### config.mk
export PLATFORM = sky130hd
export DESIGN_NAME = ptc_front
export DESIGN_NICKNAME = d
export VERILOG_FILES = /design/src/rtl/ptc_pkg.sv /design/src/rtl/ptc_front.sv
export VERILOG_INCLUDE_DIRS = /design/src /design/src/rtl
export SDC_FILE = /design/constraint.sdc
export NUM_CORES = 1
export LEC_CHECK = 0
export BUFFER_PORTS_ARGS = -buffer_cell sky130_fd_sc_hd__clkbuf_2
export CORE_ASPECT_RATIO = 1.1
export CORE_MARGIN = 8
export CORE_UTILIZATION = 55
export CTS_CLUSTER_SIZE = 16
export DETAILED_ROUTE_END_ITERATION = 10
export PLACE_DENSITY = 0.83
export SYNTH_ARGS = -nofsm -noshare
export SYNTH_HDL_FRONTEND = slang
export SYNTH_SLANG_ARGS = --single-unit
### constraint.sdc
create_clock -name clock -period 12.6 [get_ports clock]
set_input_delay 2.52 -clock clock [delete_from_list [all_inputs] [get_ports clock]]
set_output_delay 2.52 -clock clock [all_outputs]
set_load 0.02 [all_outputs]
### src/rtl/pid_turn_controller_core_assert.svh
// ----------------------------------------------------------------------------
// pid_turn_controller_core_assert.svh
// Assertion macros shared by the turn controller modules. Each macro samples
// on the rising edge of clock and is switched off while reset is high.
// ----------------------------------------------------------------------------
`ifndef PID_TURN_CONTROLLER_CORE_ASSERT_SVH
`define PID_TURN_CONTROLLER_CORE_ASSERT_SVH

// Condition that must hold at every edge
`define PTC_ASSERT_ALWAYS(name, cond, msg) \
   name: assert property (@(posedge clock) disable iff (reset) (cond)) \
      else $error(msg);

// Consequence in the same cycle as the antecedent
`define PTC_ASSERT_IMPL(name, ante, cons, msg) \
   name: assert property (@(posedge clock) disable iff (reset) (ante) |-> (cons)) \
      else $error(msg);

// Consequence in the cycle after the antecedent
`define PTC_ASSERT_NEXT(name, ante, cons, msg) \
   name: assert property (@(posedge clock) disable iff (reset) (ante) |=> (cons)) \
      else $error(msg);

`endif

### src/rtl/ptc_pkg.sv
// ----------------------------------------------------------------------------
// ptc_pkg
// Widths, register codes, reset values and shared types of the heading PID
// turn controller.
// ----------------------------------------------------------------------------
package ptc_pkg;

   // Field widths
   localparam int unsigned ANGLE_W     = 24;
   localparam int unsigned ERR_W       = 25;
   localparam int unsigned DERIV_W     = 26;
   localparam int unsigned SUM_W       = 40;
   localparam int unsigned COUNT_W     = 16;
   localparam int unsigned GAIN_W      = 24;
   localparam int unsigned LIMIT_W     = 12;
   localparam int unsigned ZONE_W      = 23;
   localparam int unsigned DRIVE_W     = 13;
   localparam int unsigned CSR_DATA_W  = 24;
   localparam int unsigned CSR_INDEX_W = 3;

   // Default depth of the queue between front and back
   localparam int unsigned PTC_QUEUE_DEPTH = 2;

   // Fixed point: products are Q.24, drive is Q.8
   localparam int unsigned FRAC_SHIFT = 16;
   localparam int unsigned SUM_SPLIT  = 20;

   // Integral saturation bounds
   localparam logic signed [SUM_W-1:0] SUM_MAX = {1'b0, {(SUM_W-1){1'b1}}};
   localparam logic signed [SUM_W-1:0] SUM_MIN = {1'b1, {(SUM_W-1){1'b0}}};

   // Register indexes on the configuration port
   typedef enum logic [CSR_INDEX_W-1:0] {
      REG_PROP_GAIN   = 3'd0,
      REG_INTEG_GAIN  = 3'd1,
      REG_DERIV_GAIN  = 3'd2,
      REG_DRIVE_LIMIT = 3'd3,
      REG_INTEG_ZONE  = 3'd4,
      REG_SETTLE_TOL  = 3'd5,
      REG_ITER_LIMIT  = 3'd6
   } ptc_reg_type;

   // Reset values of the registers
   localparam logic [GAIN_W-1:0]  PROP_GAIN_RST   = 24'd11796;
   localparam logic [GAIN_W-1:0]  INTEG_GAIN_RST  = 24'd524;
   localparam logic [GAIN_W-1:0]  DERIV_GAIN_RST  = 24'd6554;
   localparam logic [LIMIT_W-1:0] DRIVE_LIMIT_RST = 12'd1536;
   localparam logic [ZONE_W-1:0]  INTEG_ZONE_RST  = 23'd4096;
   localparam logic [ZONE_W-1:0]  SETTLE_TOL_RST  = 23'd128;
   localparam logic [COUNT_W-1:0] ITER_LIMIT_RST  = 16'd300;

   typedef struct packed {
      logic [GAIN_W-1:0]  prop_gain;
      logic [GAIN_W-1:0]  integ_gain;
      logic [GAIN_W-1:0]  deriv_gain;
      logic [LIMIT_W-1:0] drive_limit;
      logic [ZONE_W-1:0]  integ_zone;
      logic [ZONE_W-1:0]  settle_tolerance;
      logic [COUNT_W-1:0] iteration_limit;
   } ptc_cfg_type;

   // Fields that ride along to the result unchanged
   typedef struct packed {
      logic               done;
      logic [COUNT_W-1:0] iterations;
      logic [ERR_W-1:0]   err;
   } ptc_tag_type;

   // One classified request on its way to the back end
   typedef struct packed {
      ptc_tag_type        tag;
      logic [DERIV_W-1:0] deriv;
      logic [SUM_W-1:0]   err_sum;
   } ptc_item_type;

endpackage

### src/rtl/ptc_front.sv
// ----------------------------------------------------------------------------
// ptc_front
// Takes each request, forms the heading error, decides done, and updates the
// turn state (previous error, integral, iteration count) in the same cycle.
// ----------------------------------------------------------------------------
`include "pid_turn_controller_core_assert.svh"

module ptc_front (
   input  logic                               clock,
   input  logic                               reset,
   input  ptc_pkg::ptc_cfg_type               cfg,
   input  logic                               accept,
   input  logic                               start_req,
   input  logic signed [ptc_pkg::ANGLE_W-1:0] target_angle,
   input  logic signed [ptc_pkg::ANGLE_W-1:0] measured_angle,
   output ptc_pkg::ptc_item_type              item
);
   import ptc_pkg::*;

   localparam int unsigned SUMX_W = SUM_W + 1;

   logic        [COUNT_W-1:0] count_ff, count_in;
   logic signed [ERR_W-1:0]   prev_err_ff, prev_err_in;
   logic signed [SUM_W-1:0]   err_sum_ff, err_sum_in;

   logic        [COUNT_W-1:0] base_count;
   logic signed [ERR_W-1:0]   base_prev;
   logic signed [SUM_W-1:0]   base_sum;
   logic signed [ERR_W-1:0]   err;
   logic        [ERR_W-1:0]   mag;
   logic                      done;
   logic                      in_zone;
   logic signed [DERIV_W-1:0] deriv;
   logic signed [SUMX_W-1:0]  sum_wide;
   logic signed [SUM_W-1:0]   sum_sat;
   logic        [COUNT_W-1:0] iter_next;
   logic signed [ERR_W-1:0]   prev_next;
   logic signed [SUM_W-1:0]   sum_next;

   // Classify the request and work out the next turn state
   always_comb begin
      base_count = start_req ? '0 : count_ff;
      base_prev  = start_req ? '0 : prev_err_ff;
      base_sum   = start_req ? '0 : err_sum_ff;

      err     = ERR_W'(target_angle) - ERR_W'(measured_angle);
      mag     = err[ERR_W-1] ? ERR_W'(-err) : ERR_W'(err);
      done    = (mag <= ERR_W'(cfg.settle_tolerance)) ||
                (base_count >= cfg.iteration_limit);
      in_zone = (mag < ERR_W'(cfg.integ_zone)) && (err != '0);
      deriv   = DERIV_W'(err) - DERIV_W'(base_prev);

      // Accumulate and saturate the integral
      sum_wide = SUMX_W'(base_sum) + SUMX_W'(err);
      priority if (sum_wide[SUMX_W-1] && !sum_wide[SUMX_W-2]) begin
         sum_sat = SUM_MIN;
      end else if (!sum_wide[SUMX_W-1] && sum_wide[SUMX_W-2]) begin
         sum_sat = SUM_MAX;
      end else begin
         sum_sat = sum_wide[SUM_W-1:0];
      end

      // A done request leaves the state where it was, or cleared on a start
      if (done) begin
         iter_next = base_count;
         prev_next = base_prev;
         sum_next  = base_sum;
      end else begin
         iter_next = base_count + 1'b1;
         prev_next = err;
         sum_next  = in_zone ? sum_sat : '0;
      end

      count_in    = accept ? iter_next : count_ff;
      prev_err_in = accept ? prev_next : prev_err_ff;
      err_sum_in  = accept ? sum_next  : err_sum_ff;

      item.tag.done       = done;
      item.tag.iterations = iter_next;
      item.tag.err        = err;
      item.deriv          = deriv;
      item.err_sum        = sum_next;
   end

   always_ff @(posedge clock) begin
      if (reset) begin
         count_ff    <= '0;
         prev_err_ff <= '0;
         err_sum_ff  <= '0;
      end else begin
         count_ff    <= count_in;
         prev_err_ff <= prev_err_in;
         err_sum_ff  <= err_sum_in;
      end
   end

   `PTC_ASSERT_NEXT(a_done_keeps_state, accept && done && !start_req,
      $stable(count_ff) && $stable(prev_err_ff) && $stable(err_sum_ff),
      "done request changed the turn state")
   `PTC_ASSERT_NEXT(a_iteration_counts, accept && !done,
      count_ff == COUNT_W'($past(base_count) + 1'b1),
      "control step did not advance the iteration count by one")

endmodule

## After elaboration in Yosys (flattened, before gate mapping)

Index checks and enable logic that the tools add are counted.

| cells by class | value |
|---|---|
| add/sub/neg operators | 5 |
| order comparisons | 3 |
| muxes and demuxes | 10 |
| reduce and logical (&&, ||, !) cells | 7 |

Operators by type and width:

| kind | count |
|---|---|
| 2-to-1 mux 40 bit | 5 |
| 2-to-1 mux 25 bit | 3 |
| adder 40 x 25 -> 41 bit | 1 |
| 2-to-1 mux 16 bit | 2 |
| subtractor 25 x 25 -> 26 bit | 1 |
| <= comparator 25 x 23 -> 1 bit | 1 |
| < comparator 25 x 23 -> 1 bit | 1 |
| negator 25 bit | 1 |
| nonzero test 25 bit | 1 |
| subtractor 24 x 24 -> 25 bit | 1 |
| adder 16 x 1 -> 16 bit (second input constant) | 1 |
| >= comparator 16 bit | 1 |
| logical AND 1 bit | 3 |
| zero test 1 bit | 2 |
| logical OR 1 bit | 1 |

| word-level totals | value |
|---|---|
| flip-flop bits (word level) | 81 |
| word-level logic and storage cells | 28 |

## Depth between registers and ports, before layout

Gate-level depths: netlist of the first run.

| logic depth | value |
|---|---|
| depth in word-level cells | 8 |
| mapped depth | 30 |
| mapped depth without buffers | 27 |

## Worst setup path before layout of the first run

No wires, ideal clock.

| timing | value |
|---|---|
| kind | input-to-output |
| from | input port target_angle[0] (netlist name) |
| to | output port item[13] (netlist name) |
| data arrival time | 8.401 ns |
| path slack | 1.679 ns |
| stages | 27 |
| path buffers | 3 |
| path through | inv_1 -> ha_1 -> inv_1 -> fa_1 -> a211oi_1 -> o21ai_1 -> and4_1 -> o211a_1 -> nor3_1 -> o21ai_1 -> inv_1 -> clkbuf_1 -> ha_1 -> a21o_1 -> a21o_1 -> a21o_1 -> a21o_1 -> a21oi_1 -> o32ai_1 -> a221o_1 -> a31oi_1 -> mux2i_1 -> or2_2 -> clkbuf_1 -> clkbuf_1 -> o21ai_0 -> a22o_1 |

RTL lines:

| item | line | source |
|---|---|---|
| start, declared | ptc_front.sv:14 | `input logic signed [ptc_pkg::ANGLE_W-1:0] target_angle,` |
| end, declared | ptc_front.sv:16 | `output ptc_pkg::ptc_item_type item` |

==> impl_metrics.json, run 1 <==
{
  "status": "completed",
  "syn_avg_cell_area_sq_um": 7.63,
  "cap_violations": 0,
  "hold_viol": 0,
  "hold_class": "reg -> reg",
  "async_flop_share": 0,
  "worstPathArrival_ns": 9.35,
  "vias": 11063,
  "fin_crit_sh": 0.942,
  "drt_first_pass_iters": 4,
  "htreeDepth": 3,
  "reg2reg_from": "err_sum_ff[0]",
  "gp_congestion": 0.929,
  "rsz0062_at_grt": "no",
  "antennaDiodeCount": 0,
  "max-vdd-ir-drop_mv": 0.0847,
  "synth_edf_count": 0,
  "grt_pass1_vias": 10618,
  "floorplan.initialDensity": 0.557,
  "period_minus_slack_ns": 11.87,
  "grt_pass1_wl_mm": 51.5,
  "cts_sinks": 81,
  "cts_buffers": 9,
  "cts_tree": "done",
  "rows": 54,
  "post-dp-hpwl_mm": 25.4,
  "timing.rr.end": "err_sum_ff[21]",
  "ff2ff_path_depth": 17,
  "routedWlPerCell_um": 16.9,
  "layout_common_cells": "clkbuf_2 (221), ha_1 (152), inv_1 (133)",
  "grt_usage": 0.248,
  "grt_start_max_net_pins": 53,
  "fp.dieH_um": 164,
  "hold_path_end": "prev_err_ff[0]",
  "die_width_um": 151,
  "timing.setup.tns_ns": 0,
  "drc": 0,
  "worstHoldStart": "prev_err_ff[0]",
  "ys_ff_latch": 81,
  "finalClockSkew_ns": 0.00806,
  "setup_violations": 0,
  "drive_above_1_share": 0.175,
  "ys_seq_area_frac": 0.148,
  "cp-start-kind": "input port",
  "drt_iter0_drc": 542,
  "hold_depth": 1,
  "cp_slowest_cell": "a21oi_2",
  "wl_mm": 31.7,
  "max_clock_freq_ghz": 0.0842,
  "post-cts-setup-buffers": 0,
  "core_area_sq_mm": 0.0197,
  "worstSetupPathType": "in -> out",
  "synth_cell_types": 83,
  "clk_pin_slew_ns": 0.07,
  "hold_buffers": 0,
  "pin_count": 306,
  "synth_area_sq_mm": 0.0110,
  "clock_path_buffers": 2,
  "mostFrequentLayoutCell": "clkbuf_2",
  "yosysWarnings": 0,
  "final_max_slew_viol_count": 0,
  "die_area_sq_mm": 0.0247,
  "cpPeakStageDelay_ns": 0.65,
  "clock_latency_ns": 0.34,
  "required_ns": 10.08,
  "antenna_found_initial": 0,
  "power.density_mw_per_mm2": 137,
  "vias_per_cell": 5.90,
  "area_growth_pct": 14.3,
  "postLayoutCoreUtil": 0.637,
  "syn-instance-count": 1435,
  "synth_nets": 1788,
  "ant_nets": 0,
  "slew_headroom": 0.334,
  "post_cts_resized": 0,
  "rrSetupSlack_ns": 7.84,
  "nets": 1973,
  "grt-ovfl-total": 0,
  "root_buffer": "clkbuf_16",
  "worst_pin_slew_ns": 0.973,
  "worstPathMaxFanout": 29,
  "cp-end-kind": "primary output",
  "numPortBuffers": 221,
  "p_leak_nw": 6.37,
  "synthFlopType": "dfxtp_1"
}
[through the flow]
stage / power (mW) / instance area, sq um / hold slack (ns) / setup WS, ns / std cells
2_1_floorplan: 1.12 / 11000 / 0.441 / 1.68 / 1435
5_1_grt: 1.85 / 12500 / 0.497 / 0.273 / 1876
4_1_cts: 1.72 / 12500 / 0.476 / 0.815 / 1876
3_3_place_gp: 1.40 / 12200 / 0.456 / 0.934 / 1861
6_report: 1.72 / 12500 / 0.478 / 0.729 / 1876
3_5_place_dp: 1.43 / 12200 / 0.460 / 0.844 / 1861
[cells in the mapped netlist (all sizes together) (26+ instances only)]
cell type,count,area (sq um)
nand2,90,338
clkbuf,38,143
a21o,56,420
ha,152,1900
nor2,93,357
a21oi,86,445
nand2b,45,282
nor2b,67,419
o21ai,70,350
o21a,26,195
xnor2,61,534
xor2,35,307
dfxtp,81,1620
nor3,30,160
a22o,96,841
inv,135,507
[worst max-delay path: cells and delay by family]
| kind | cells | cell delay [ns] |
|---|---|---|
| compound gates | 13 | 3.40 |
| xor+xnor | 2 | 0.46 |
| fa+ha+maj | 3 | 0.80 |
| simple gates | 6 | 1.44 |
| buf+inv | 5 | 0.71 |
[per-layer routing]
layer / track usage / share of wire
met3: 0.0262 / 0.058
met2: 0.443 / 0.49
met5: 0 / 0
met4: 0.0555 / 0.013
met1: 0.312 / 0.44
[area by class of cell]
class                      count  area, sq um
clock buffer                   9          225
inverter                     136          510
fill                        1749         7150
timing repair buffer         233         1200
tap                          252          315
clock inverter                 6         92.6
multi-input combinational   1159         8550
sequential                    81         1620
[state kept, by name, indices dropped and copies added, names as in the netlist]
| name | flops |
|---|---|
| err_sum_ff | 40 |
| prev_err_ff | 25 |
| count_ff | 16 |
[how the worst max path moves through the flow]
| stage | start | to | slack [ns] |
|---|---|---|---|
| final | target_angle[0] | item[11] | 0.73 |
| after global routing | target_angle[0] | item[9] | 0.27 |
| after CTS | target_angle[0] | item[13] | 0.81 |
| after detailed placement | target_angle[0] | item[13] | 0.84 |
| after global placement | target_angle[0] | item[8] | 0.93 |
| after floorplan | target_angle[0] | item[13] | 1.68 |
[power breakdown]
group          total [mW]  internal [mW]  switching, mW  leakage, nW
Combinational        1.13          0.418          0.709         5.56
Sequential          0.304          0.285         0.0187        0.660
Clock               0.287          0.174          0.113        0.148
[cell families after synthesis]
group,count (synthesis),share of synthesized area
buffers and inverters,195,0.0720
and+or+nand+nor,435,0.208
DFF,81,0.148
AOI/OAI and AO/OA,465,0.308
muxes,8,0.00765
adders and majority gates,155,0.179
xor gates and xnor gates,96,0.0768
Note: power is estimated with default switching activity, not from simulation.
==> run 2: changes to the inputs <==
--- a/config.mk
+++ b/config.mk
@@ -6,13 +6,14 @@
 export SDC_FILE = /design/constraint.sdc
 export NUM_CORES = 1
 export LEC_CHECK = 0
+export ABC_AREA = 1
 export BUFFER_PORTS_ARGS = -buffer_cell sky130_fd_sc_hd__clkbuf_2
 export CORE_ASPECT_RATIO = 1.1
 export CORE_MARGIN = 8
-export CORE_UTILIZATION = 55
-export CTS_CLUSTER_SIZE = 16
+export CORE_UTILIZATION = 57
 export DETAILED_ROUTE_END_ITERATION = 10
 export PLACE_DENSITY = 0.83
+export SETUP_SLACK_MARGIN = 0.2
 export SYNTH_ARGS = -nofsm -noshare
 export SYNTH_HDL_FRONTEND = slang
 export SYNTH_SLANG_ARGS = --single-unit
==> run 2 against run 1 <==
Die area rose by 15%; non-clock buffer count fell by 2; critical path depth rose by 5; synthesized area rose by 21%; utilization rose by 1.1 points; clock-buffer cell count did not move; critical path type unchanged; routed wire length rose by 52%; setup slack improved by 0.62 ns; sequential cell count did not move; critical endpoint is now item[6].
==> impl_metrics.json, run 2 <==
{
  "layout_common_cells": "nand2_1 (684), inv_1 (399), nor2_1 (250)",
  "worstSetupStartpoint": "target_angle[0]",
  "post-dp-hpwl_mm": 38.4,
  "final-instance-count-excl-fill": 2848,
  "htreeDepth": 3,
  "setup_violations": 0,
  "synth_cell_types": 50,
  "drt_iter0_drc": 1460,
  "synth_xor_xnor_area_share": 0.0630,
  "drc": 0,
  "synth_area_leaders": "nand2_1 (19%), ha_1 (14%), dfxtp_1 (12%), inv_1 (11%), a21oi_1 (7.6%)",
  "cp_slowest_cell": "fa_1",
  "worst_pin_slew_ns": 1.07,
  "ant_nets": 0,
  "dp_cells": 2832,
  "clock_latency_ns": 0.37,
  "cts_buffers": 9,
  "clock_path_buffers": 2,
  "synth_top_cell_area_share": 0.195,
  "nets": 2896,
  "power.density_mw_per_mm2": 149,
  "muxShareOfSynthArea": 0,
  "top_regs": "err_sum_ff (40), prev_err_ff (25), count_ff (16)",
  "cp-start-kind": "input port",
  "ys_seq_area_frac": 0.123,
  "drive_above_1_share": 0.111,
  "reg2reg_from": "count_ff[9]",
  "pin_count": 306,
  "worstPathArrival_ns": 8.73,
  "syn-instance-count": 2369,
  "max_clock_freq_ghz": 0.0889,
  "p_leak_nw": 8.62,
  "fp.dieH_um": 176,
  "post_cts_resized": 0,
  "postLayoutCoreUtil": 0.647,
  "floorplan.initialDensity": 0.579,
  "largest_register": "err_sum_ff",
  "synth_most_common_cell": "nand2_1",
  "worstHoldStart": "prev_err_ff[7]",
  "synthFlopType": "dfxtp_1",
  "seqCellArea_sq_mm": 0.00162,
  "grt_pass1_vias": 15534,
  "grt_pass1_wl_mm": 76.9,
  "finalClockSkew_ns": 0.0191,
  "yosysWarnings": 0,
  "vias": 16042,
  "syn_avg_cell_area_sq_um": 5.57,
  "numPortBuffers": 221,
  "path_common_cell": "nand2_1",
  "synth_edf_count": 0,
  "cp-end-kind": "primary output",
  "die_area_sq_mm": 0.0283,
  "largest_reg_flops": 40,
  "cts_sinks": 81,
  "yosys.area.top_type": "nand2_1",
  "synth_commonest_cells": "nand2_1 (684), inv_1 (399), nor2_1 (250)",
  "ys_ff_latch": 81,
  "worstPathMaxFanout": 42,
  "area_growth_pct": 11.8,
  "cpPeakStageDelay_ns": 0.62,
  "drt_first_pass_iters": 9,
  "routedWlPerCell_um": 17.0,
  "synthAdderAreaFrac": 0.149,
  "hold_viol": 0,
  "antennaDiodeCount": 0,
  "async_flop_share": 0,
  "final_max_slew_viol_count": 0,
  "period_minus_slack_ns": 11.25,
  "fin_crit_sh": 0.893,
  "mostFrequentLayoutCell": "nand2_1",
  "synthSimpleGateAreaFrac": 0.380,
  "timing.setup.tns_ns": 0,
  "max-vdd-ir-drop_mv": 0.135,
  "wl_mm": 48.4,
  "status": "completed",
  "rows": 58,
  "grt_usage": 0.332,
  "antenna_found_initial": 0,
  "die_width_um": 161,
  "grt-ovfl-total": 0,
  "clk_pin_slew_ns": 0.07,
  "root_buffer": "clkbuf_16",
  "gp_congestion": 1.01,
  "cts_tree": "done",
  "post-cts-setup-buffers": 0,
  "required_ns": 10.08,
  "hold_class": "reg -> reg",
  "grt_start_max_net_pins": 77,
  "cap_violations": 0,
  "multi_input_area_sq_mm": 0.00971,
  "hold_buffers": 0,
  "synth_compound_gate_area_share": 0.141,
  "n_fill_cell": 2299,
  "slew_headroom": 0.282,
  "synth_nets": 2722,
  "synth_top_family_by_area": "simple AND/OR/NAND/NOR gates",
  "core_area_sq_mm": 0.0228,
  "rsz0062_at_grt": "no",
  "synth_area_sq_mm": 0.0132,
  "worstSetupPathType": "in -> out",
  "vias_per_cell": 5.63
}
run 2: area by class of cell:
class,instances,area share
inverter,414,0.105
sequential,81,0.110
multi-input combinational,1806,0.658
timing repair buffer,231,0.0801
clock inverter,7,0.00560
tap,300,0.0254
clock buffer,9,0.0153
run 2: per-stage QoR:
stage	power [mW]	cell area, sq um	setup slack, ns	hold WS, ns
2_1_floorplan	1.43	13200	2.71	0.445
3_3_place_gp	1.84	14400	1.62	0.452
3_5_place_dp	1.87	14400	1.52	0.457
4_1_cts	2.17	14700	1.49	0.467
5_1_grt	2.36	14700	0.871	0.481
6_report	2.19	14700	1.35	0.469
run 2: power by group:
group / switching (mW) / internal (mW) / total [mW]
registers: 0.0137 / 0.291 / 0.305
clock network: 0.142 / 0.158 / 0.300
logic: 1.10 / 0.482 / 1.59
run 2: kinds of logic after synthesis:
logic type,after synthesis
buffers and inverters,482
flip-flops,81
adder cells (fa/ha/maj),155
AO/OA/AOI/OAI,345
XOR/XNOR,95
AND/OR/NAND/NOR,1211
run 2: routing by layer:
metal / wire length, um / GRT usage
met5: 0 / 0
met3: 3680 / 0.0513
met4: 2600 / 0.188
met1: 18900 / 0.376
met2: 23200 / 0.584
run 2: path summary, 6_finish.rpt:
check / to / slack (ns) / depth (start not counted)
max: item[6] / 1.35 / 34
min: prev_err_ff[7] / 0.47 / 2
max reg2reg: err_sum_ff[16] / 8.33 / 17
min reg2reg: prev_err_ff[7] / 0.47 / 2
run 2: worst max-delay path, delay by kind of cell:
| kind | cells | cell delay [ns] |
|---|---|---|
| simple gates | 21 | 3.07 |
| fa+ha+maj | 4 | 1.31 |
| buf+inv | 7 | 1.22 |
| xor+xnor | 1 | 0.35 |
| compound gates | 1 | 0.20 |
