File: src/rtl/pid_turn_controller_core_assert.svh
// ----------------------------------------------------------------------------
// pid_turn_controller_core_assert.svh
// Assertion macros shared by the turn controller modules. Each macro samples
// on the rising edge of clock and is switched off while reset is high.
// ----------------------------------------------------------------------------
`ifndef PID_TURN_CONTROLLER_CORE_ASSERT_SVH
`define PID_TURN_CONTROLLER_CORE_ASSERT_SVH

// Condition that must hold at every edge
`define PTC_ASSERT_ALWAYS(name, cond, msg) \
   name: assert property (@(posedge clock) disable iff (reset) (cond)) \
      else $error(msg);

// Consequence in the same cycle as the antecedent
`define PTC_ASSERT_IMPL(name, ante, cons, msg) \
   name: assert property (@(posedge clock) disable iff (reset) (ante) |-> (cons)) \
      else $error(msg);

// Consequence in the cycle after the antecedent
`define PTC_ASSERT_NEXT(name, ante, cons, msg) \
   name: assert property (@(posedge clock) disable iff (reset) (ante) |=> (cons)) \
      else $error(msg);

`endif

File: src/rtl/ptc_pkg.sv
// ----------------------------------------------------------------------------
// ptc_pkg
// Widths, register codes, reset values and shared types of the heading PID
// turn controller.
// ----------------------------------------------------------------------------
package ptc_pkg;

   // Field widths
   localparam int unsigned ANGLE_W     = 24;
   localparam int unsigned ERR_W       = 25;
   localparam int unsigned DERIV_W     = 26;
   localparam int unsigned SUM_W       = 40;
   localparam int unsigned COUNT_W     = 16;
   localparam int unsigned GAIN_W      = 24;
   localparam int unsigned LIMIT_W     = 12;
   localparam int unsigned ZONE_W      = 23;
   localparam int unsigned DRIVE_W     = 13;
   localparam int unsigned CSR_DATA_W  = 24;
   localparam int unsigned CSR_INDEX_W = 3;

   // Default depth of the queue between front and back
   localparam int unsigned PTC_QUEUE_DEPTH = 2;

   // Fixed point: products are Q.24, drive is Q.8
   localparam int unsigned FRAC_SHIFT = 16;
   localparam int unsigned SUM_SPLIT  = 20;

   // Integral saturation bounds
   localparam logic signed [SUM_W-1:0] SUM_MAX = {1'b0, {(SUM_W-1){1'b1}}};
   localparam logic signed [SUM_W-1:0] SUM_MIN = {1'b1, {(SUM_W-1){1'b0}}};

   // Register indexes on the configuration port
   typedef enum logic [CSR_INDEX_W-1:0] {
      REG_PROP_GAIN   = 3'd0,
      REG_INTEG_GAIN  = 3'd1,
      REG_DERIV_GAIN  = 3'd2,
      REG_DRIVE_LIMIT = 3'd3,
      REG_INTEG_ZONE  = 3'd4,
      REG_SETTLE_TOL  = 3'd5,
      REG_ITER_LIMIT  = 3'd6
   } ptc_reg_type;

   // Reset values of the registers
   localparam logic [GAIN_W-1:0]  PROP_GAIN_RST   = 24'd11796;
   localparam logic [GAIN_W-1:0]  INTEG_GAIN_RST  = 24'd524;
   localparam logic [GAIN_W-1:0]  DERIV_GAIN_RST  = 24'd6554;
   localparam logic [LIMIT_W-1:0] DRIVE_LIMIT_RST = 12'd1536;
   localparam logic [ZONE_W-1:0]  INTEG_ZONE_RST  = 23'd4096;
   localparam logic [ZONE_W-1:0]  SETTLE_TOL_RST  = 23'd128;
   localparam logic [COUNT_W-1:0] ITER_LIMIT_RST  = 16'd300;

   typedef struct packed {
      logic [GAIN_W-1:0]  prop_gain;
      logic [GAIN_W-1:0]  integ_gain;
      logic [GAIN_W-1:0]  deriv_gain;
      logic [LIMIT_W-1:0] drive_limit;
      logic [ZONE_W-1:0]  integ_zone;
      logic [ZONE_W-1:0]  settle_tolerance;
      logic [COUNT_W-1:0] iteration_limit;
   } ptc_cfg_type;

   // Fields that ride along to the result unchanged
   typedef struct packed {
      logic               done;
      logic [COUNT_W-1:0] iterations;
      logic [ERR_W-1:0]   err;
   } ptc_tag_type;

   // One classified request on its way to the back end
   typedef struct packed {
      ptc_tag_type        tag;
      logic [DERIV_W-1:0] deriv;
      logic [SUM_W-1:0]   err_sum;
   } ptc_item_type;

endpackage

File: src/rtl/ptc_queue.sv
// ----------------------------------------------------------------------------
// ptc_queue
// Short register queue that decouples the front end from the arithmetic
// back end, so each side can stall on its own.
// ----------------------------------------------------------------------------
`include "pid_turn_controller_core_assert.svh"

module ptc_queue #(
   parameter int unsigned DEPTH = ptc_pkg::PTC_QUEUE_DEPTH
) (
   input  logic                  clock,
   input  logic                  reset,
   input  logic                  push,
   input  ptc_pkg::ptc_item_type push_item,
   output logic                  full,
   input  logic                  pop_ready,
   output logic                  valid,
   output ptc_pkg::ptc_item_type head_item
);
   import ptc_pkg::*;

   localparam int unsigned PTR_W = (DEPTH > 1) ? $clog2(DEPTH) : 1;
   localparam int unsigned CNT_W = $clog2(DEPTH + 1);
   localparam logic [PTR_W-1:0] LAST_PTR = PTR_W'(DEPTH - 1);
   localparam logic [CNT_W-1:0] FULL_CNT = CNT_W'(DEPTH);

   ptc_item_type       entry_ff [DEPTH];
   ptc_item_type       entry_in [DEPTH];
   logic [PTR_W-1:0]   wr_ptr_ff, wr_ptr_in;
   logic [PTR_W-1:0]   rd_ptr_ff, rd_ptr_in;
   logic [CNT_W-1:0]   count_ff, count_in;
   logic               take;

   assign full      = (count_ff == FULL_CNT);
   assign valid     = (count_ff != '0);
   assign head_item = entry_ff[rd_ptr_ff];
   assign take      = valid && pop_ready;

   // Write at the tail, read from the head, keep the fill count
   always_comb begin
      entry_in  = entry_ff;
      wr_ptr_in = wr_ptr_ff;
      rd_ptr_in = rd_ptr_ff;
      if (push) begin
         entry_in[wr_ptr_ff] = push_item;
         wr_ptr_in = (wr_ptr_ff == LAST_PTR) ? '0 : wr_ptr_ff + 1'b1;
      end
      if (take) begin
         rd_ptr_in = (rd_ptr_ff == LAST_PTR) ? '0 : rd_ptr_ff + 1'b1;
      end
      unique case ({push, take})
         2'b10:   count_in = count_ff + 1'b1;
         2'b01:   count_in = count_ff - 1'b1;
         default: count_in = count_ff;
      endcase
   end

   always_ff @(posedge clock) begin
      entry_ff <= entry_in;
   end

   always_ff @(posedge clock) begin
      if (reset) begin
         wr_ptr_ff <= '0;
         rd_ptr_ff <= '0;
         count_ff  <= '0;
      end else begin
         wr_ptr_ff <= wr_ptr_in;
         rd_ptr_ff <= rd_ptr_in;
         count_ff  <= count_in;
      end
   end

   `PTC_ASSERT_ALWAYS(a_count_range, count_ff <= FULL_CNT,
      "queue fill count above depth")
   `PTC_ASSERT_ALWAYS(a_no_overflow, !(push && full),
      "request pushed into a full queue")

endmodule

File: config.mk
export PLATFORM = sky130hd
export DESIGN_NAME = ptc_queue
export DESIGN_NICKNAME = d
export VERILOG_FILES = /design/src/rtl/ptc_pkg.sv /design/src/rtl/ptc_queue.sv
export VERILOG_INCLUDE_DIRS = /design/src /design/src/rtl
export SDC_FILE = /design/constraint.sdc
export NUM_CORES = 1
export LEC_CHECK = 0
export BUFFER_PORTS_ARGS = -buffer_cell sky130_fd_sc_hd__buf_2
export CAP_MARGIN = 20
export CORE_MARGIN = 2
export CORE_UTILIZATION = 47
export DETAILED_ROUTE_END_ITERATION = 8
export PLACE_DENSITY_LB_ADDON = 0.15
export SLEW_MARGIN = 20
export SYNTH_ARGS = -nofsm -noshare
export SYNTH_HDL_FRONTEND = slang
export SYNTH_SLANG_ARGS = --single-unit
File: constraint.sdc
create_clock -name clock -period 5 [get_ports clock]
set_input_delay 0.25 -clock clock [delete_from_list [all_inputs] [get_ports clock]]
set_output_delay 0.25 -clock clock [all_outputs]
set_load 0.05 [all_outputs]
* Yosys cells after proc, flatten, opt, wreduce, memory -nomap -nowiden *
Index checks and enable logic that the tools add are counted.

cells by class
  add/sub/neg operators = 4
  multiply operators = 0
  divide/modulo/power cells = 0
  order comparisons = 3
  equal/unequal tests = 3
  shifts and indexed selects = 0
  multiplexer cells = 9
  bitwise logic cells = 2
  reduce and logical (&&, ||, !) cells = 4

operators with widths
  operator                                                              count
  108-bit two-way mux                                                   4
  216-bit bitwise mux                                                   1
  108-bit demux with 1-bit select                                       1
  2-bit == test, second input constant                                  2
  2-bit >= comparator, second input constant                            2
  1-bit NOT with 2-bit output                                           2
  2-bit one-hot mux with 2 select lines                                 1
  2-bit nonzero test                                                    2
  1-bit adder, second input constant                                    2
  2-bit by 1-bit adder with 2-bit output, second input constant         1
  2-bit by 1-bit == test with 1-bit output, second input constant       1
  1-bit logical AND                                                     2
  2-bit by 1-bit < comparator with 1-bit output, second input constant  1
  1-bit two-way mux                                                     2
  2-bit by 1-bit subtractor with 2-bit output, second input constant    1

storage, ports and cells
  register bits after elaboration = 220
  bits in latches = 0
  RAM bits = 0
  ROM bits = 0
  output and inout bits = 110
  logic and storage cells = 38
  memories = 0

* Logic depth before layout (Yosys ltp) *
Gate-level depths: netlist of the first run.

  word-level depth = 6
  depth in mapped cells = 5
  depth with buffers taken out = 5

* Worst setup path after synthesis of the first run *
OpenSTA, ideal clock, no wires.

  kind = input to register
  start point = input port push
  end point = register entry_ff[108] (netlist bit) (enable)
  arrival = 4.833 ns
  setup slack = -0.412 ns
  stages = 2
  buffers on the path = 0
  path through = inv_1 -> nor2_1

RTL lines
  element               RTL line         source
  start, declared       ptc_queue.sv:13  input logic push,
  end signal, assigned  ptc_queue.sv:59  entry_ff <= entry_in;
  end, declared         ptc_queue.sv:27  ptc_item_type entry_ff [DEPTH];

No word-level cell between the ends.

==> results.py, run 1 <==
metrics = {
    "global_route": {
        "grt_pass1_wl_um": 23900,
        "grt_pass1_vias": 4841,
        "grt_overflow_total": 0,
        "grt_start_max_net_pins": 79,
        "grt_util_all_layers_pct": 17.0,
        "grt_antenna_before_repair": 0,
    },
    "die": {
        "die_w_um": 134,
        "core_area_sq_um": 16600,
        "ios": 222,
        "initial_core_util_pct": 48.0,
        "rows": 47,
        "die-area_sq_um": 18000,
        "die_h_um": 134,
    },
    "synth": {
        "ys_async_sr_fraction_pct": 0,
        "yosys_warnings": 0,
        "synth_xor_area_share_pct": 0.440,
        "ys_seq_area_share_pct": 82.4,
        "synth_top_family_by_area": "multiplexers",
        "synthFlopType": "edfxtp_1",
        "syn_inst": 357,
        "avgSynthCellArea_sq_um": 22.3,
        "synth_compound_area_share_pct": 0.220,
        "ys_types": 17,
        "synth_seq_cells": 220,
        "syn-num-nets": 470,
        "synth_edf_count": 216,
        "synthAdderAreaFrac_pct": 0.157,
        "synth_area_sq_um": 7970,
        "synth_simple_gate_area_share_pct": 0.534,
        "synthMuxAreaShare_pct": 15.3,
    },
    "power": {
        "ir_drop_v": 0.000340,
        "power_density_nw_per_um2": 493,
        "p_leak_nw": 4.19,
    },
    "critical_path": {
        "cp_data_arrival_time_ns": 2.73,
        "reg2reg_slack_ns": 2.73,
        "cpPeakStageDelay_ns": 1.07,
        "cp-end-kind": "primary output",
        "cp-start-kind": "register",
        "worstPathCellList": "buf_4 > mux2_2 > buf_2",
        "worstSetupPathType": "reg -> out",
        "crit_fanout": 78,
        "critPathSlowestCell": "dfxtp_4",
        "critPathRequiredTime_ns": 4.75,
    },
    "final_layout": {
        "drive_above_1_share_pct": 51.5,
        "final_nets": 817,
        "final_common_cell": "buf_2",
        "diodes": 0,
        "final_cell_mix": "221 x buf_2, 216 x edfxtp_1, 109 x dlygate4sd3_1",
        "final_cell_count_no_fill": 940,
        "syn_to_final_growth_pct": 39.5,
        "stdcell_area_sq_um": 11100,
    },
    "timing": {
        "fin_ws_ns": 2.02,
        "setup_tns_ns": 0,
        "fin_crit_sh_pct": 59.6,
        "clock.fmax_mhz": 336,
        "hold_viol": 0,
        "tightest_slew_ns": 1.07,
        "period_minus_slack_ns": 2.98,
        "drv_slew": 0,
        "finalClockSkew_ns": 0.0139,
        "setup_viol": 0,
        "rsz0062_at_grt": "no",
        "relSlewSlack_pct": 28.7,
    },
    "flow_run": {
        "drv_cap": 0,
    },
    "clocking": {
        "cts_tree": "built",
        "clk_latency_ns": 0.49,
        "clockBufferDepth": 3,
        "cts-htree-levels": 1,
        "cts_buffers": 23,
        "cts-root-buf": "clkbuf_16",
        "clkSlewWorstSetupHoldPaths_ns": 0.05,
        "cts.sinks": 220,
        "postCtsSetupBuffers": 0,
    },
    "routing": {
        "finalWirelength_um": 15900,
        "avgViaCountPerCell": 4.81,
        "drtIter0Drc": 210,
        "drc": 0,
        "wl_per_cell_um": 16.9,
        "vias": 4526,
        "drt-pass1-iter-count": 4,
        "antenna_left": 0,
    },
    "placed_design": {
        "hpwl_um": 9910,
        "placed_area_sq_um": 9320,
        "place_congestion": 0.746,
        "place_ws_ns": 2.49,
        "dp.cells": 790,
        "numPortBuffers": 221,
    },
    "outcome": {
        "status": "complete, no violations",
    },
    "worst_hold_path": {
        "hold_class": "in -> reg",
    },
}
## per-stage QoR
| stage | hold slack, ns | power [mW] | util (%) |
|---|---|---|---|
| global placement | 0.438 | 3.87 | 56.2 |
| global route | 0.0545 | 5.67 | 67.0 |
| floorplan | 0.319 | 3.57 | - |
| finish | 0.0314 | 5.48 | 67.0 |
| detailed placement | 0.442 | 3.89 | 56.2 |
| CTS | 0.0175 | 5.54 | 67.0 |
## metal layers
layer  wire length, um  up-vias  track usage, %
li1                  -     2115               -
met1              6000     2220            19.1
met2              8410      161            31.0
met3              1090       30            4.65
met4               361        0            5.96
met5                 0        -               0
## worst paths after layout
check | from | depth (start not counted) | end
setup / recovery | rd_ptr_ff | 3 | head_item[96]
hold / removal | push | 3 | wr_ptr_ff
setup reg to reg | wr_ptr_ff | 2 | entry_ff[83]
hold reg to reg | count_ff[1] | 2 | count_ff[1]
## worst max-delay path: cells and delay by family (launching register included)
family / cells / cell delay (ns)
buffers and inverters: 2 / 0.75
DFF: 1 / 1.07
muxes: 1 / 0.40
## state kept, by name (all words and copies together), names as in the netlist
| register | flops |
|---|---|
| entry_ff | 216 |
| count_ff | 2 |
| rd_ptr_ff | 1 |
| wr_ptr_ff | 1 |
## report_power, final
part           switching, mW  total, mW  internal, mW
Clock                  0.633       1.56         0.929
Sequential             0.124       2.29          2.16
Combinational           1.10       1.63         0.523
Total                   1.86       5.48          3.62
## layout make-up
cell class	instances	area (sq um)
Sequential cell	220	6570
Fill cell	1196	5470
Timing Repair Buffer	334	2230
Multi-Input combinational cell	124	1330
Clock buffer	32	629
Tap cell	220	275
Clock inverter	9	73.8
Inverter	1	3.75
## cells in the mapped netlist (2+ instances only)
library cell	number	area [sq um]
dfxtp_1	4	80.1
xnor2_1	3	26.3
nor2_1	4	15.0
buf_6	2	22.5
buf_2	10	50.1
edfxtp_1	216	6490
mux2_2	108	1220
## cell families after synthesis
kind of cell | count (synthesis)
mux | 108
simple gates | 8
fa+ha+maj | 1
xor+xnor | 4
flops | 220
buf+inv | 13
compound gates | 3
## what timing repair did
item,CTS,global route
setup endpoints to repair,0,0
hold endpoints to repair,220,0
gates resized for setup,0,0
hold buffers,109,0
Note: power is estimated with default switching activity, not from simulation.
==> run 2: changes to the inputs <==
CORE_UTILIZATION = 52   (was 47)
clock period = 3 ns   (was 5 ns; I/O delays follow)
==> run 2 against run 1 <==
  * First-iteration DRC count grew 14%
  * Count of clock-buffer cells in the layout decreased by 5
  * Register-to-register slack got worse by 1.4 ns
  * Total power up 67%
  * Core utilization is 6.6 points higher
  * Routed wire length grew 1.2%
  * Critical path depth is the same
  * Critical endpoint is now head_item[47]
  * Largest power group unchanged
==> results.py, run 2 (same netlist as run 1, synthesis figures left out) <==
metrics = {
    "outcome": {
        "status": "complete, no violations",
    },
    "clocking": {
        "cts.sinks": 220,
        "cts_buffers": 22,
        "cts-htree-levels": 1,
        "cts-root-buf": "clkbuf_16",
        "clkSlewWorstSetupHoldPaths_ns": 0.06,
        "clk_latency_ns": 0.49,
        "cts_tree": "built",
        "clockBufferDepth": 3,
    },
    "final_layout": {
        "largest_register_ffs": 216,
        "syn_to_final_growth_pct": 39.5,
        "diodes": 0,
        "final_nets": 819,
        "drive_above_1_share_pct": 51.4,
        "largestRegisters": "entry_ff x216, count_ff x2",
        "top_register": "entry_ff",
        "final_common_cell": "buf_2",
        "final_cell_mix": "221 x buf_2, 216 x edfxtp_1, 110 x dlygate4sd3_1",
    },
    "timing": {
        "clock.fmax_mhz": 417,
        "fin_ws_ns": 0.602,
        "setup_viol": 0,
        "drv_slew": 0,
        "rsz0062_at_grt": "no",
        "finalClockSkew_ns": 0.00836,
        "relSlewSlack_pct": 49.5,
        "hold_viol": 0,
        "period_minus_slack_ns": 2.40,
        "tightest_slew_ns": 0.757,
        "fin_crit_sh_pct": 79.9,
        "setup_tns_ns": 0,
    },
    "global_route": {
        "grt_overflow_total": 0,
        "grt_antenna_before_repair": 0,
        "grt_pass1_wl_um": 24300,
        "grt_pass1_vias": 4722,
        "grt_util_all_layers_pct": 19.2,
        "grt_start_max_net_pins": 56,
    },
    "routing": {
        "drtIter0Drc": 240,
        "antenna_left": 0,
        "drt-pass1-iter-count": 4,
        "drc": 0,
        "wl_per_cell_um": 17.7,
        "finalWirelength_um": 16100,
        "avgViaCountPerCell": 4.98,
        "vias": 4523,
    },
    "critical_path": {
        "crit_fanout": 55,
        "cp_data_arrival_time_ns": 2.25,
        "r2r-start": "wr_ptr_ff",
        "cp-start-kind": "register",
        "critPathRequiredTime_ns": 2.85,
        "cp-end-kind": "primary output",
        "worstSetupPathType": "reg -> out",
        "startpoint": "rd_ptr_ff",
    },
    "die": {
        "die-area_sq_um": 16300,
        "ios": 222,
        "die_w_um": 128,
        "die_h_um": 128,
        "core_area_sq_um": 15100,
        "initial_core_util_pct": 52.8,
        "rows": 45,
    },
    "placed_design": {
        "place_congestion": 0.717,
        "place_ws_ns": 1.10,
        "numPortBuffers": 221,
        "hpwl_um": 9530,
    },
    "power": {
        "power.total_mw": 9.17,
        "ir_drop_v": 0.000651,
        "p_leak_nw": 4.21,
        "power_density_nw_per_um2": 825,
    },
    "worst_hold_path": {
        "hp-start": "pop_ready",
        "hold_class": "in -> reg",
    },
    "flow_run": {
        "drv_cap": 0,
    },
}
==> run 2: cell types whose count changed in the layout (fill, tap and decap cells not counted) <==
cell / change
clkinv_1: +3
buf_12: +2
clkbuf_1: -3
dlygate4sd3_1: +1
bufinv_16: +1
clkbuf_8: -2
clkinvlp_4: -1
clkinv_2: -1
==> run 2: area by class of cell <==
cell class	count	area, sq um
fillers	923	3980
multi-input cells	124	1330
clock buffers	27	591
flip-flops and latches	220	6570
repair buffers	337	2280
clock inverters	11	103
well taps	188	235
inverters	1	3.75
==> run 2: final timing paths <==
| path | to | slack (ns) | cells after the start |
|---|---|---|---|
| hold reg to reg | count_ff[1] | 0.53 | 2 |
| setup reg to reg | entry_ff[90] | 1.33 | 2 |
| hold / removal | rd_ptr_ff | 0.09 | 4 |
| setup / recovery | head_item[47] | 0.60 | 3 |
==> run 2: routing by layer <==
layer | part of all wire [%] | vias up | GRT usage, %
met5 | 0 | - | 0
met4 | 2.6 | 0 | 6.46
met3 | 7.8 | 41 | 5.38
met2 | 51 | 179 | 33.8
met1 | 39 | 2192 | 22.9
li1 | - | 2111 | -
==> run 2: what timing repair did <==
item	CTS	global route
hold endpoints to repair	220	0
gates resized for setup	0	0
buffers inserted	0	0
hold buffers	110	0
endpoints found under the setup margin	0	0
==> run 2: report_power, final <==
group          switching (mW)  leakage, nW  total, mW  internal (mW)
clock                    1.06        0.338       2.62           1.56
combinational            1.92         1.81       2.81          0.889
sequential              0.135         2.06       3.74           3.60
==> run 2: metrics by stage <==
step           std cells  instance area (sq um)  util (%)  hold WS [ns]
3_3_place_gp         760                   9320      61.8         0.337
3_5_place_dp         760                   9320      61.8         0.341
2_1_floorplan        357                   7980         -         0.219
4_1_cts              908                  11100      73.6        0.0687
6_report             908                  11100      73.6        0.0853
5_1_grt              908                  11100      73.6        0.0992
==> run 2: worst max-delay path: stages (launching register included) <==
cell and delay (ns):
dfxtp_4 0.71, buf_12 0.34, mux2_2 0.40, buf_2 0.22
==> run 3: changes to the inputs <==
ABC_AREA = 1   (was unset)
clock period = 2.3 ns   (was 3 ns; I/O delays follow)
==> run 3 against run 2 <==
  * Synthesized area rose by 0.83%
  * Register-to-register slack got worse by 0.99 ns
  * Routed wire length rose by 14%
  * Critical path depth rose by 2
  * Die area rose by 0.81%
  * Combinational power fell by 18%
  * First-iteration DRC count rose by 67%
  * Worst setup slack got worse by 0.50 ns
  * Total power rose by 15%
  * Via count rose by 25%
==> results.py, run 3 <==
metrics = {
    "outcome": {
        "status": "complete, no violations",
    },
    "timing": {
        "drv_slew": 0,
        "finalClockSkew_ns": 0.0131,
        "period_minus_slack_ns": 2.20,
        "clock.fmax_mhz": 455,
        "setup_tns_ns": 0,
        "fin_ws_ns": 0.104,
        "hold_viol": 0,
        "hold_ws_ns": 0.140,
        "setup_viol": 0,
        "relSlewSlack_pct": 51.7,
        "tightest_slew_ns": 0.724,
        "rsz0062_at_grt": "no",
        "fin_crit_sh_pct": 95.5,
    },
    "final_layout": {
        "multiInputGateArea_sq_um": 1330,
        "top_register": "entry_ff",
        "fillers": 953,
        "largestRegisters": "entry_ff x216, count_ff x2",
        "seq_area_sq_um": 6570,
        "largest_register_ffs": 216,
        "final_cell_mix": "330 x nand2_1, 221 x buf_2, 216 x edfxtp_1",
        "diodes": 0,
        "final_common_cell": "nand2_1",
        "drive_above_1_share_pct": 28.0,
        "syn_to_final_growth_pct": 39.9,
        "final_nets": 1054,
    },
    "global_route": {
        "grt_pass1_vias": 5992,
        "grt_pass1_wl_um": 28300,
        "grt_util_all_layers_pct": 22.0,
        "grt_overflow_total": 0,
        "grt_antenna_before_repair": 0,
        "grt_start_max_net_pins": 60,
    },
    "critical_path": {
        "path_buf_inv": 3,
        "r2r_end": "wr_ptr_ff",
        "cp-end-kind": "primary output",
        "worstRegToRegCells": 5,
        "cp_data_arrival_time_ns": 2.08,
        "cp-start-kind": "register",
        "cp_top_family": "buffers and inverters",
        "critPathSlowestCell": "buf_4",
        "crit_fanout": 50,
        "cpPeakStageDelay_ns": 0.46,
        "worstSetupPathType": "reg -> out",
        "r2r-start": "wr_ptr_ff",
        "critPathRequiredTime_ns": 2.18,
        "reg2reg_slack_ns": 0.34,
        "cpMostUsedCell": "nand2_1",
        "worstPathCellList": "clkinv_2 > buf_4 > nand2_1 > nand2_1 > buf_2",
    },
    "clocking": {
        "postCtsSetupBuffers": 0,
        "cts.sinks": 220,
        "cts_tree": "built",
        "clkSlewWorstSetupHoldPaths_ns": 0.06,
        "cts_buffers": 23,
        "cts-htree-levels": 1,
        "clockBufferDepth": 3,
        "cts-root-buf": "clkbuf_16",
        "clk_latency_ns": 0.50,
    },
    "die": {
        "initial_core_util_pct": 53.0,
        "die_w_um": 128,
        "die-area_sq_um": 16500,
        "rows": 45,
        "core_area_sq_um": 15100,
        "die_h_um": 128,
        "ios": 222,
    },
    "placed_design": {
        "place_ws_ns": 0.543,
        "place_congestion": 0.786,
        "hpwl_um": 10700,
        "numPortBuffers": 221,
    },
    "synth": {
        "synth_area_sq_um": 8030,
        "synth_top_family_by_area": "simple AND/OR/NAND/NOR gates",
        "synth_edf_count": 216,
        "synth_top_area_share_pct": 80.7,
        "synth.largest_area_cell": "edfxtp_1",
        "avgSynthCellArea_sq_um": 13.4,
        "ys_async_sr_fraction_pct": 0,
        "yosys_warnings": 0,
        "syn_inst": 598,
        "synth_xor_area_share_pct": 0,
        "yosys-top-cells-count": "331 x nand2_1, 216 x edfxtp_1, 10 x buf_2, 9 x clkbuf_1, 9 x nor2_1",
        "synth_compound_area_share_pct": 0.187,
        "synthTopCellsByArea": "edfxtp_1 81%, nand2_1 15%, dfxtp_1 1.0%, buf_2 0.62%, clkbuf_1 0.42%",
        "synth_most_common_cell": "nand2_1",
        "synth_simple_gate_area_share_pct": 16.0,
        "ys_types": 15,
        "synthFlopType": "edfxtp_1",
        "synth_seq_cells": 220,
        "synthMuxAreaShare_pct": 0,
        "synthAdderAreaFrac_pct": 0.156,
        "syn-num-nets": 711,
        "ys_seq_area_share_pct": 81.7,
    },
    "routing": {
        "drtIter0Drc": 400,
        "drc": 0,
        "antenna_left": 0,
        "drt-pass1-iter-count": 4,
        "vias": 5642,
        "avgViaCountPerCell": 4.93,
        "finalWirelength_um": 18200,
        "wl_per_cell_um": 15.9,
    },
    "power": {
        "p_leak_nw": 4.84,
        "ir_drop_v": 0.000729,
        "power_density_nw_per_um2": 937,
        "power.total_mw": 10.5,
    },
    "worst_hold_path": {
        "worstHoldEndpoint": "count_ff[0]",
        "hp-start": "push",
        "hold_depth": 4,
        "hold_class": "in -> reg",
    },
    "flow_run": {
        "drv_cap": 0,
    },
}
[run 3: where the power goes]
group / switching (mW) / internal (mW) / total, mW / leakage (nW)
logic: 1.73 / 0.562 / 2.30 / 2.43
registers: 0.0760 / 4.65 / 4.72 / 2.06
clock network: 1.44 / 2.07 / 3.50 / 0.351
total: 3.25 / 7.28 / 10.5 / 4.84
[run 3: worst max-delay path by stage]
| stage | slack, ns | endpoint | start | cells after the start |
|---|---|---|---|---|
| 2_1_floorplan | -0.08 | entry_ff[0] | wr_ptr_ff | 2 |
| 3_3_place_gp | 0.61 | head_item[74] | rd_ptr_ff | 4 |
| 3_5_place_dp | 0.54 | head_item[103] | rd_ptr_ff | 4 |
| 4_1_cts | 0.02 | head_item[103] | rd_ptr_ff | 4 |
| 5_1_grt | 0.05 | head_item[53] | rd_ptr_ff | 5 |
| 6_report | 0.10 | head_item[53] | rd_ptr_ff | 5 |
[run 3: logic make-up after synthesis]
logic type,Yosys count
AND/OR/NAND/NOR,342
AO/OA/AOI/OAI,3
adder cells (fa/ha/maj),1
buffers and inverters,32
flip-flops,220
[run 3: layout make-up]
cell class	count	share of cell area [%]
clock buffers	27	5.25
repair buffers	341	20.9
flip-flops and latches	220	58.5
multi-input cells	346	11.8
well taps	188	2.09
inverters	9	0.345
clock inverters	14	1.12
[run 3: what timing repair did]
action	in CTS	in global routing
hold endpoints to repair	220	0
gates resized for setup	0	1
endpoints found under the setup margin	0	46
hold buffers	111	0
[run 3: per-layer routing]
| metal | share of wire (%) | GRT usage [%] | wire [um] |
|---|---|---|---|
| met1 | 38 | 25.4 | 6940 |
| met2 | 52 | 40.3 | 9480 |
| met3 | 7.4 | 5.34 | 1350 |
| met4 | 2.6 | 7.18 | 469 |
| met5 | 0 | 0 | 0 |
[run 3: tightest hold or removal path: stages]
cell and delay, ns:
buf_2 0.12, inv_1 0.11, ha_1 0.18, a21oi_1 0.07
[run 3: stage by stage]
stage | cell area [sq um] | util, % | cells
after global routing | 11200 | 74.2 | 1145
after detailed placement | 9410 | 62.1 | 993
after floorplan | 8050 | - | 598
after global placement | 9410 | 62.1 | 993
after CTS | 11200 | 74.2 | 1145
final | 11200 | 74.2 | 1145
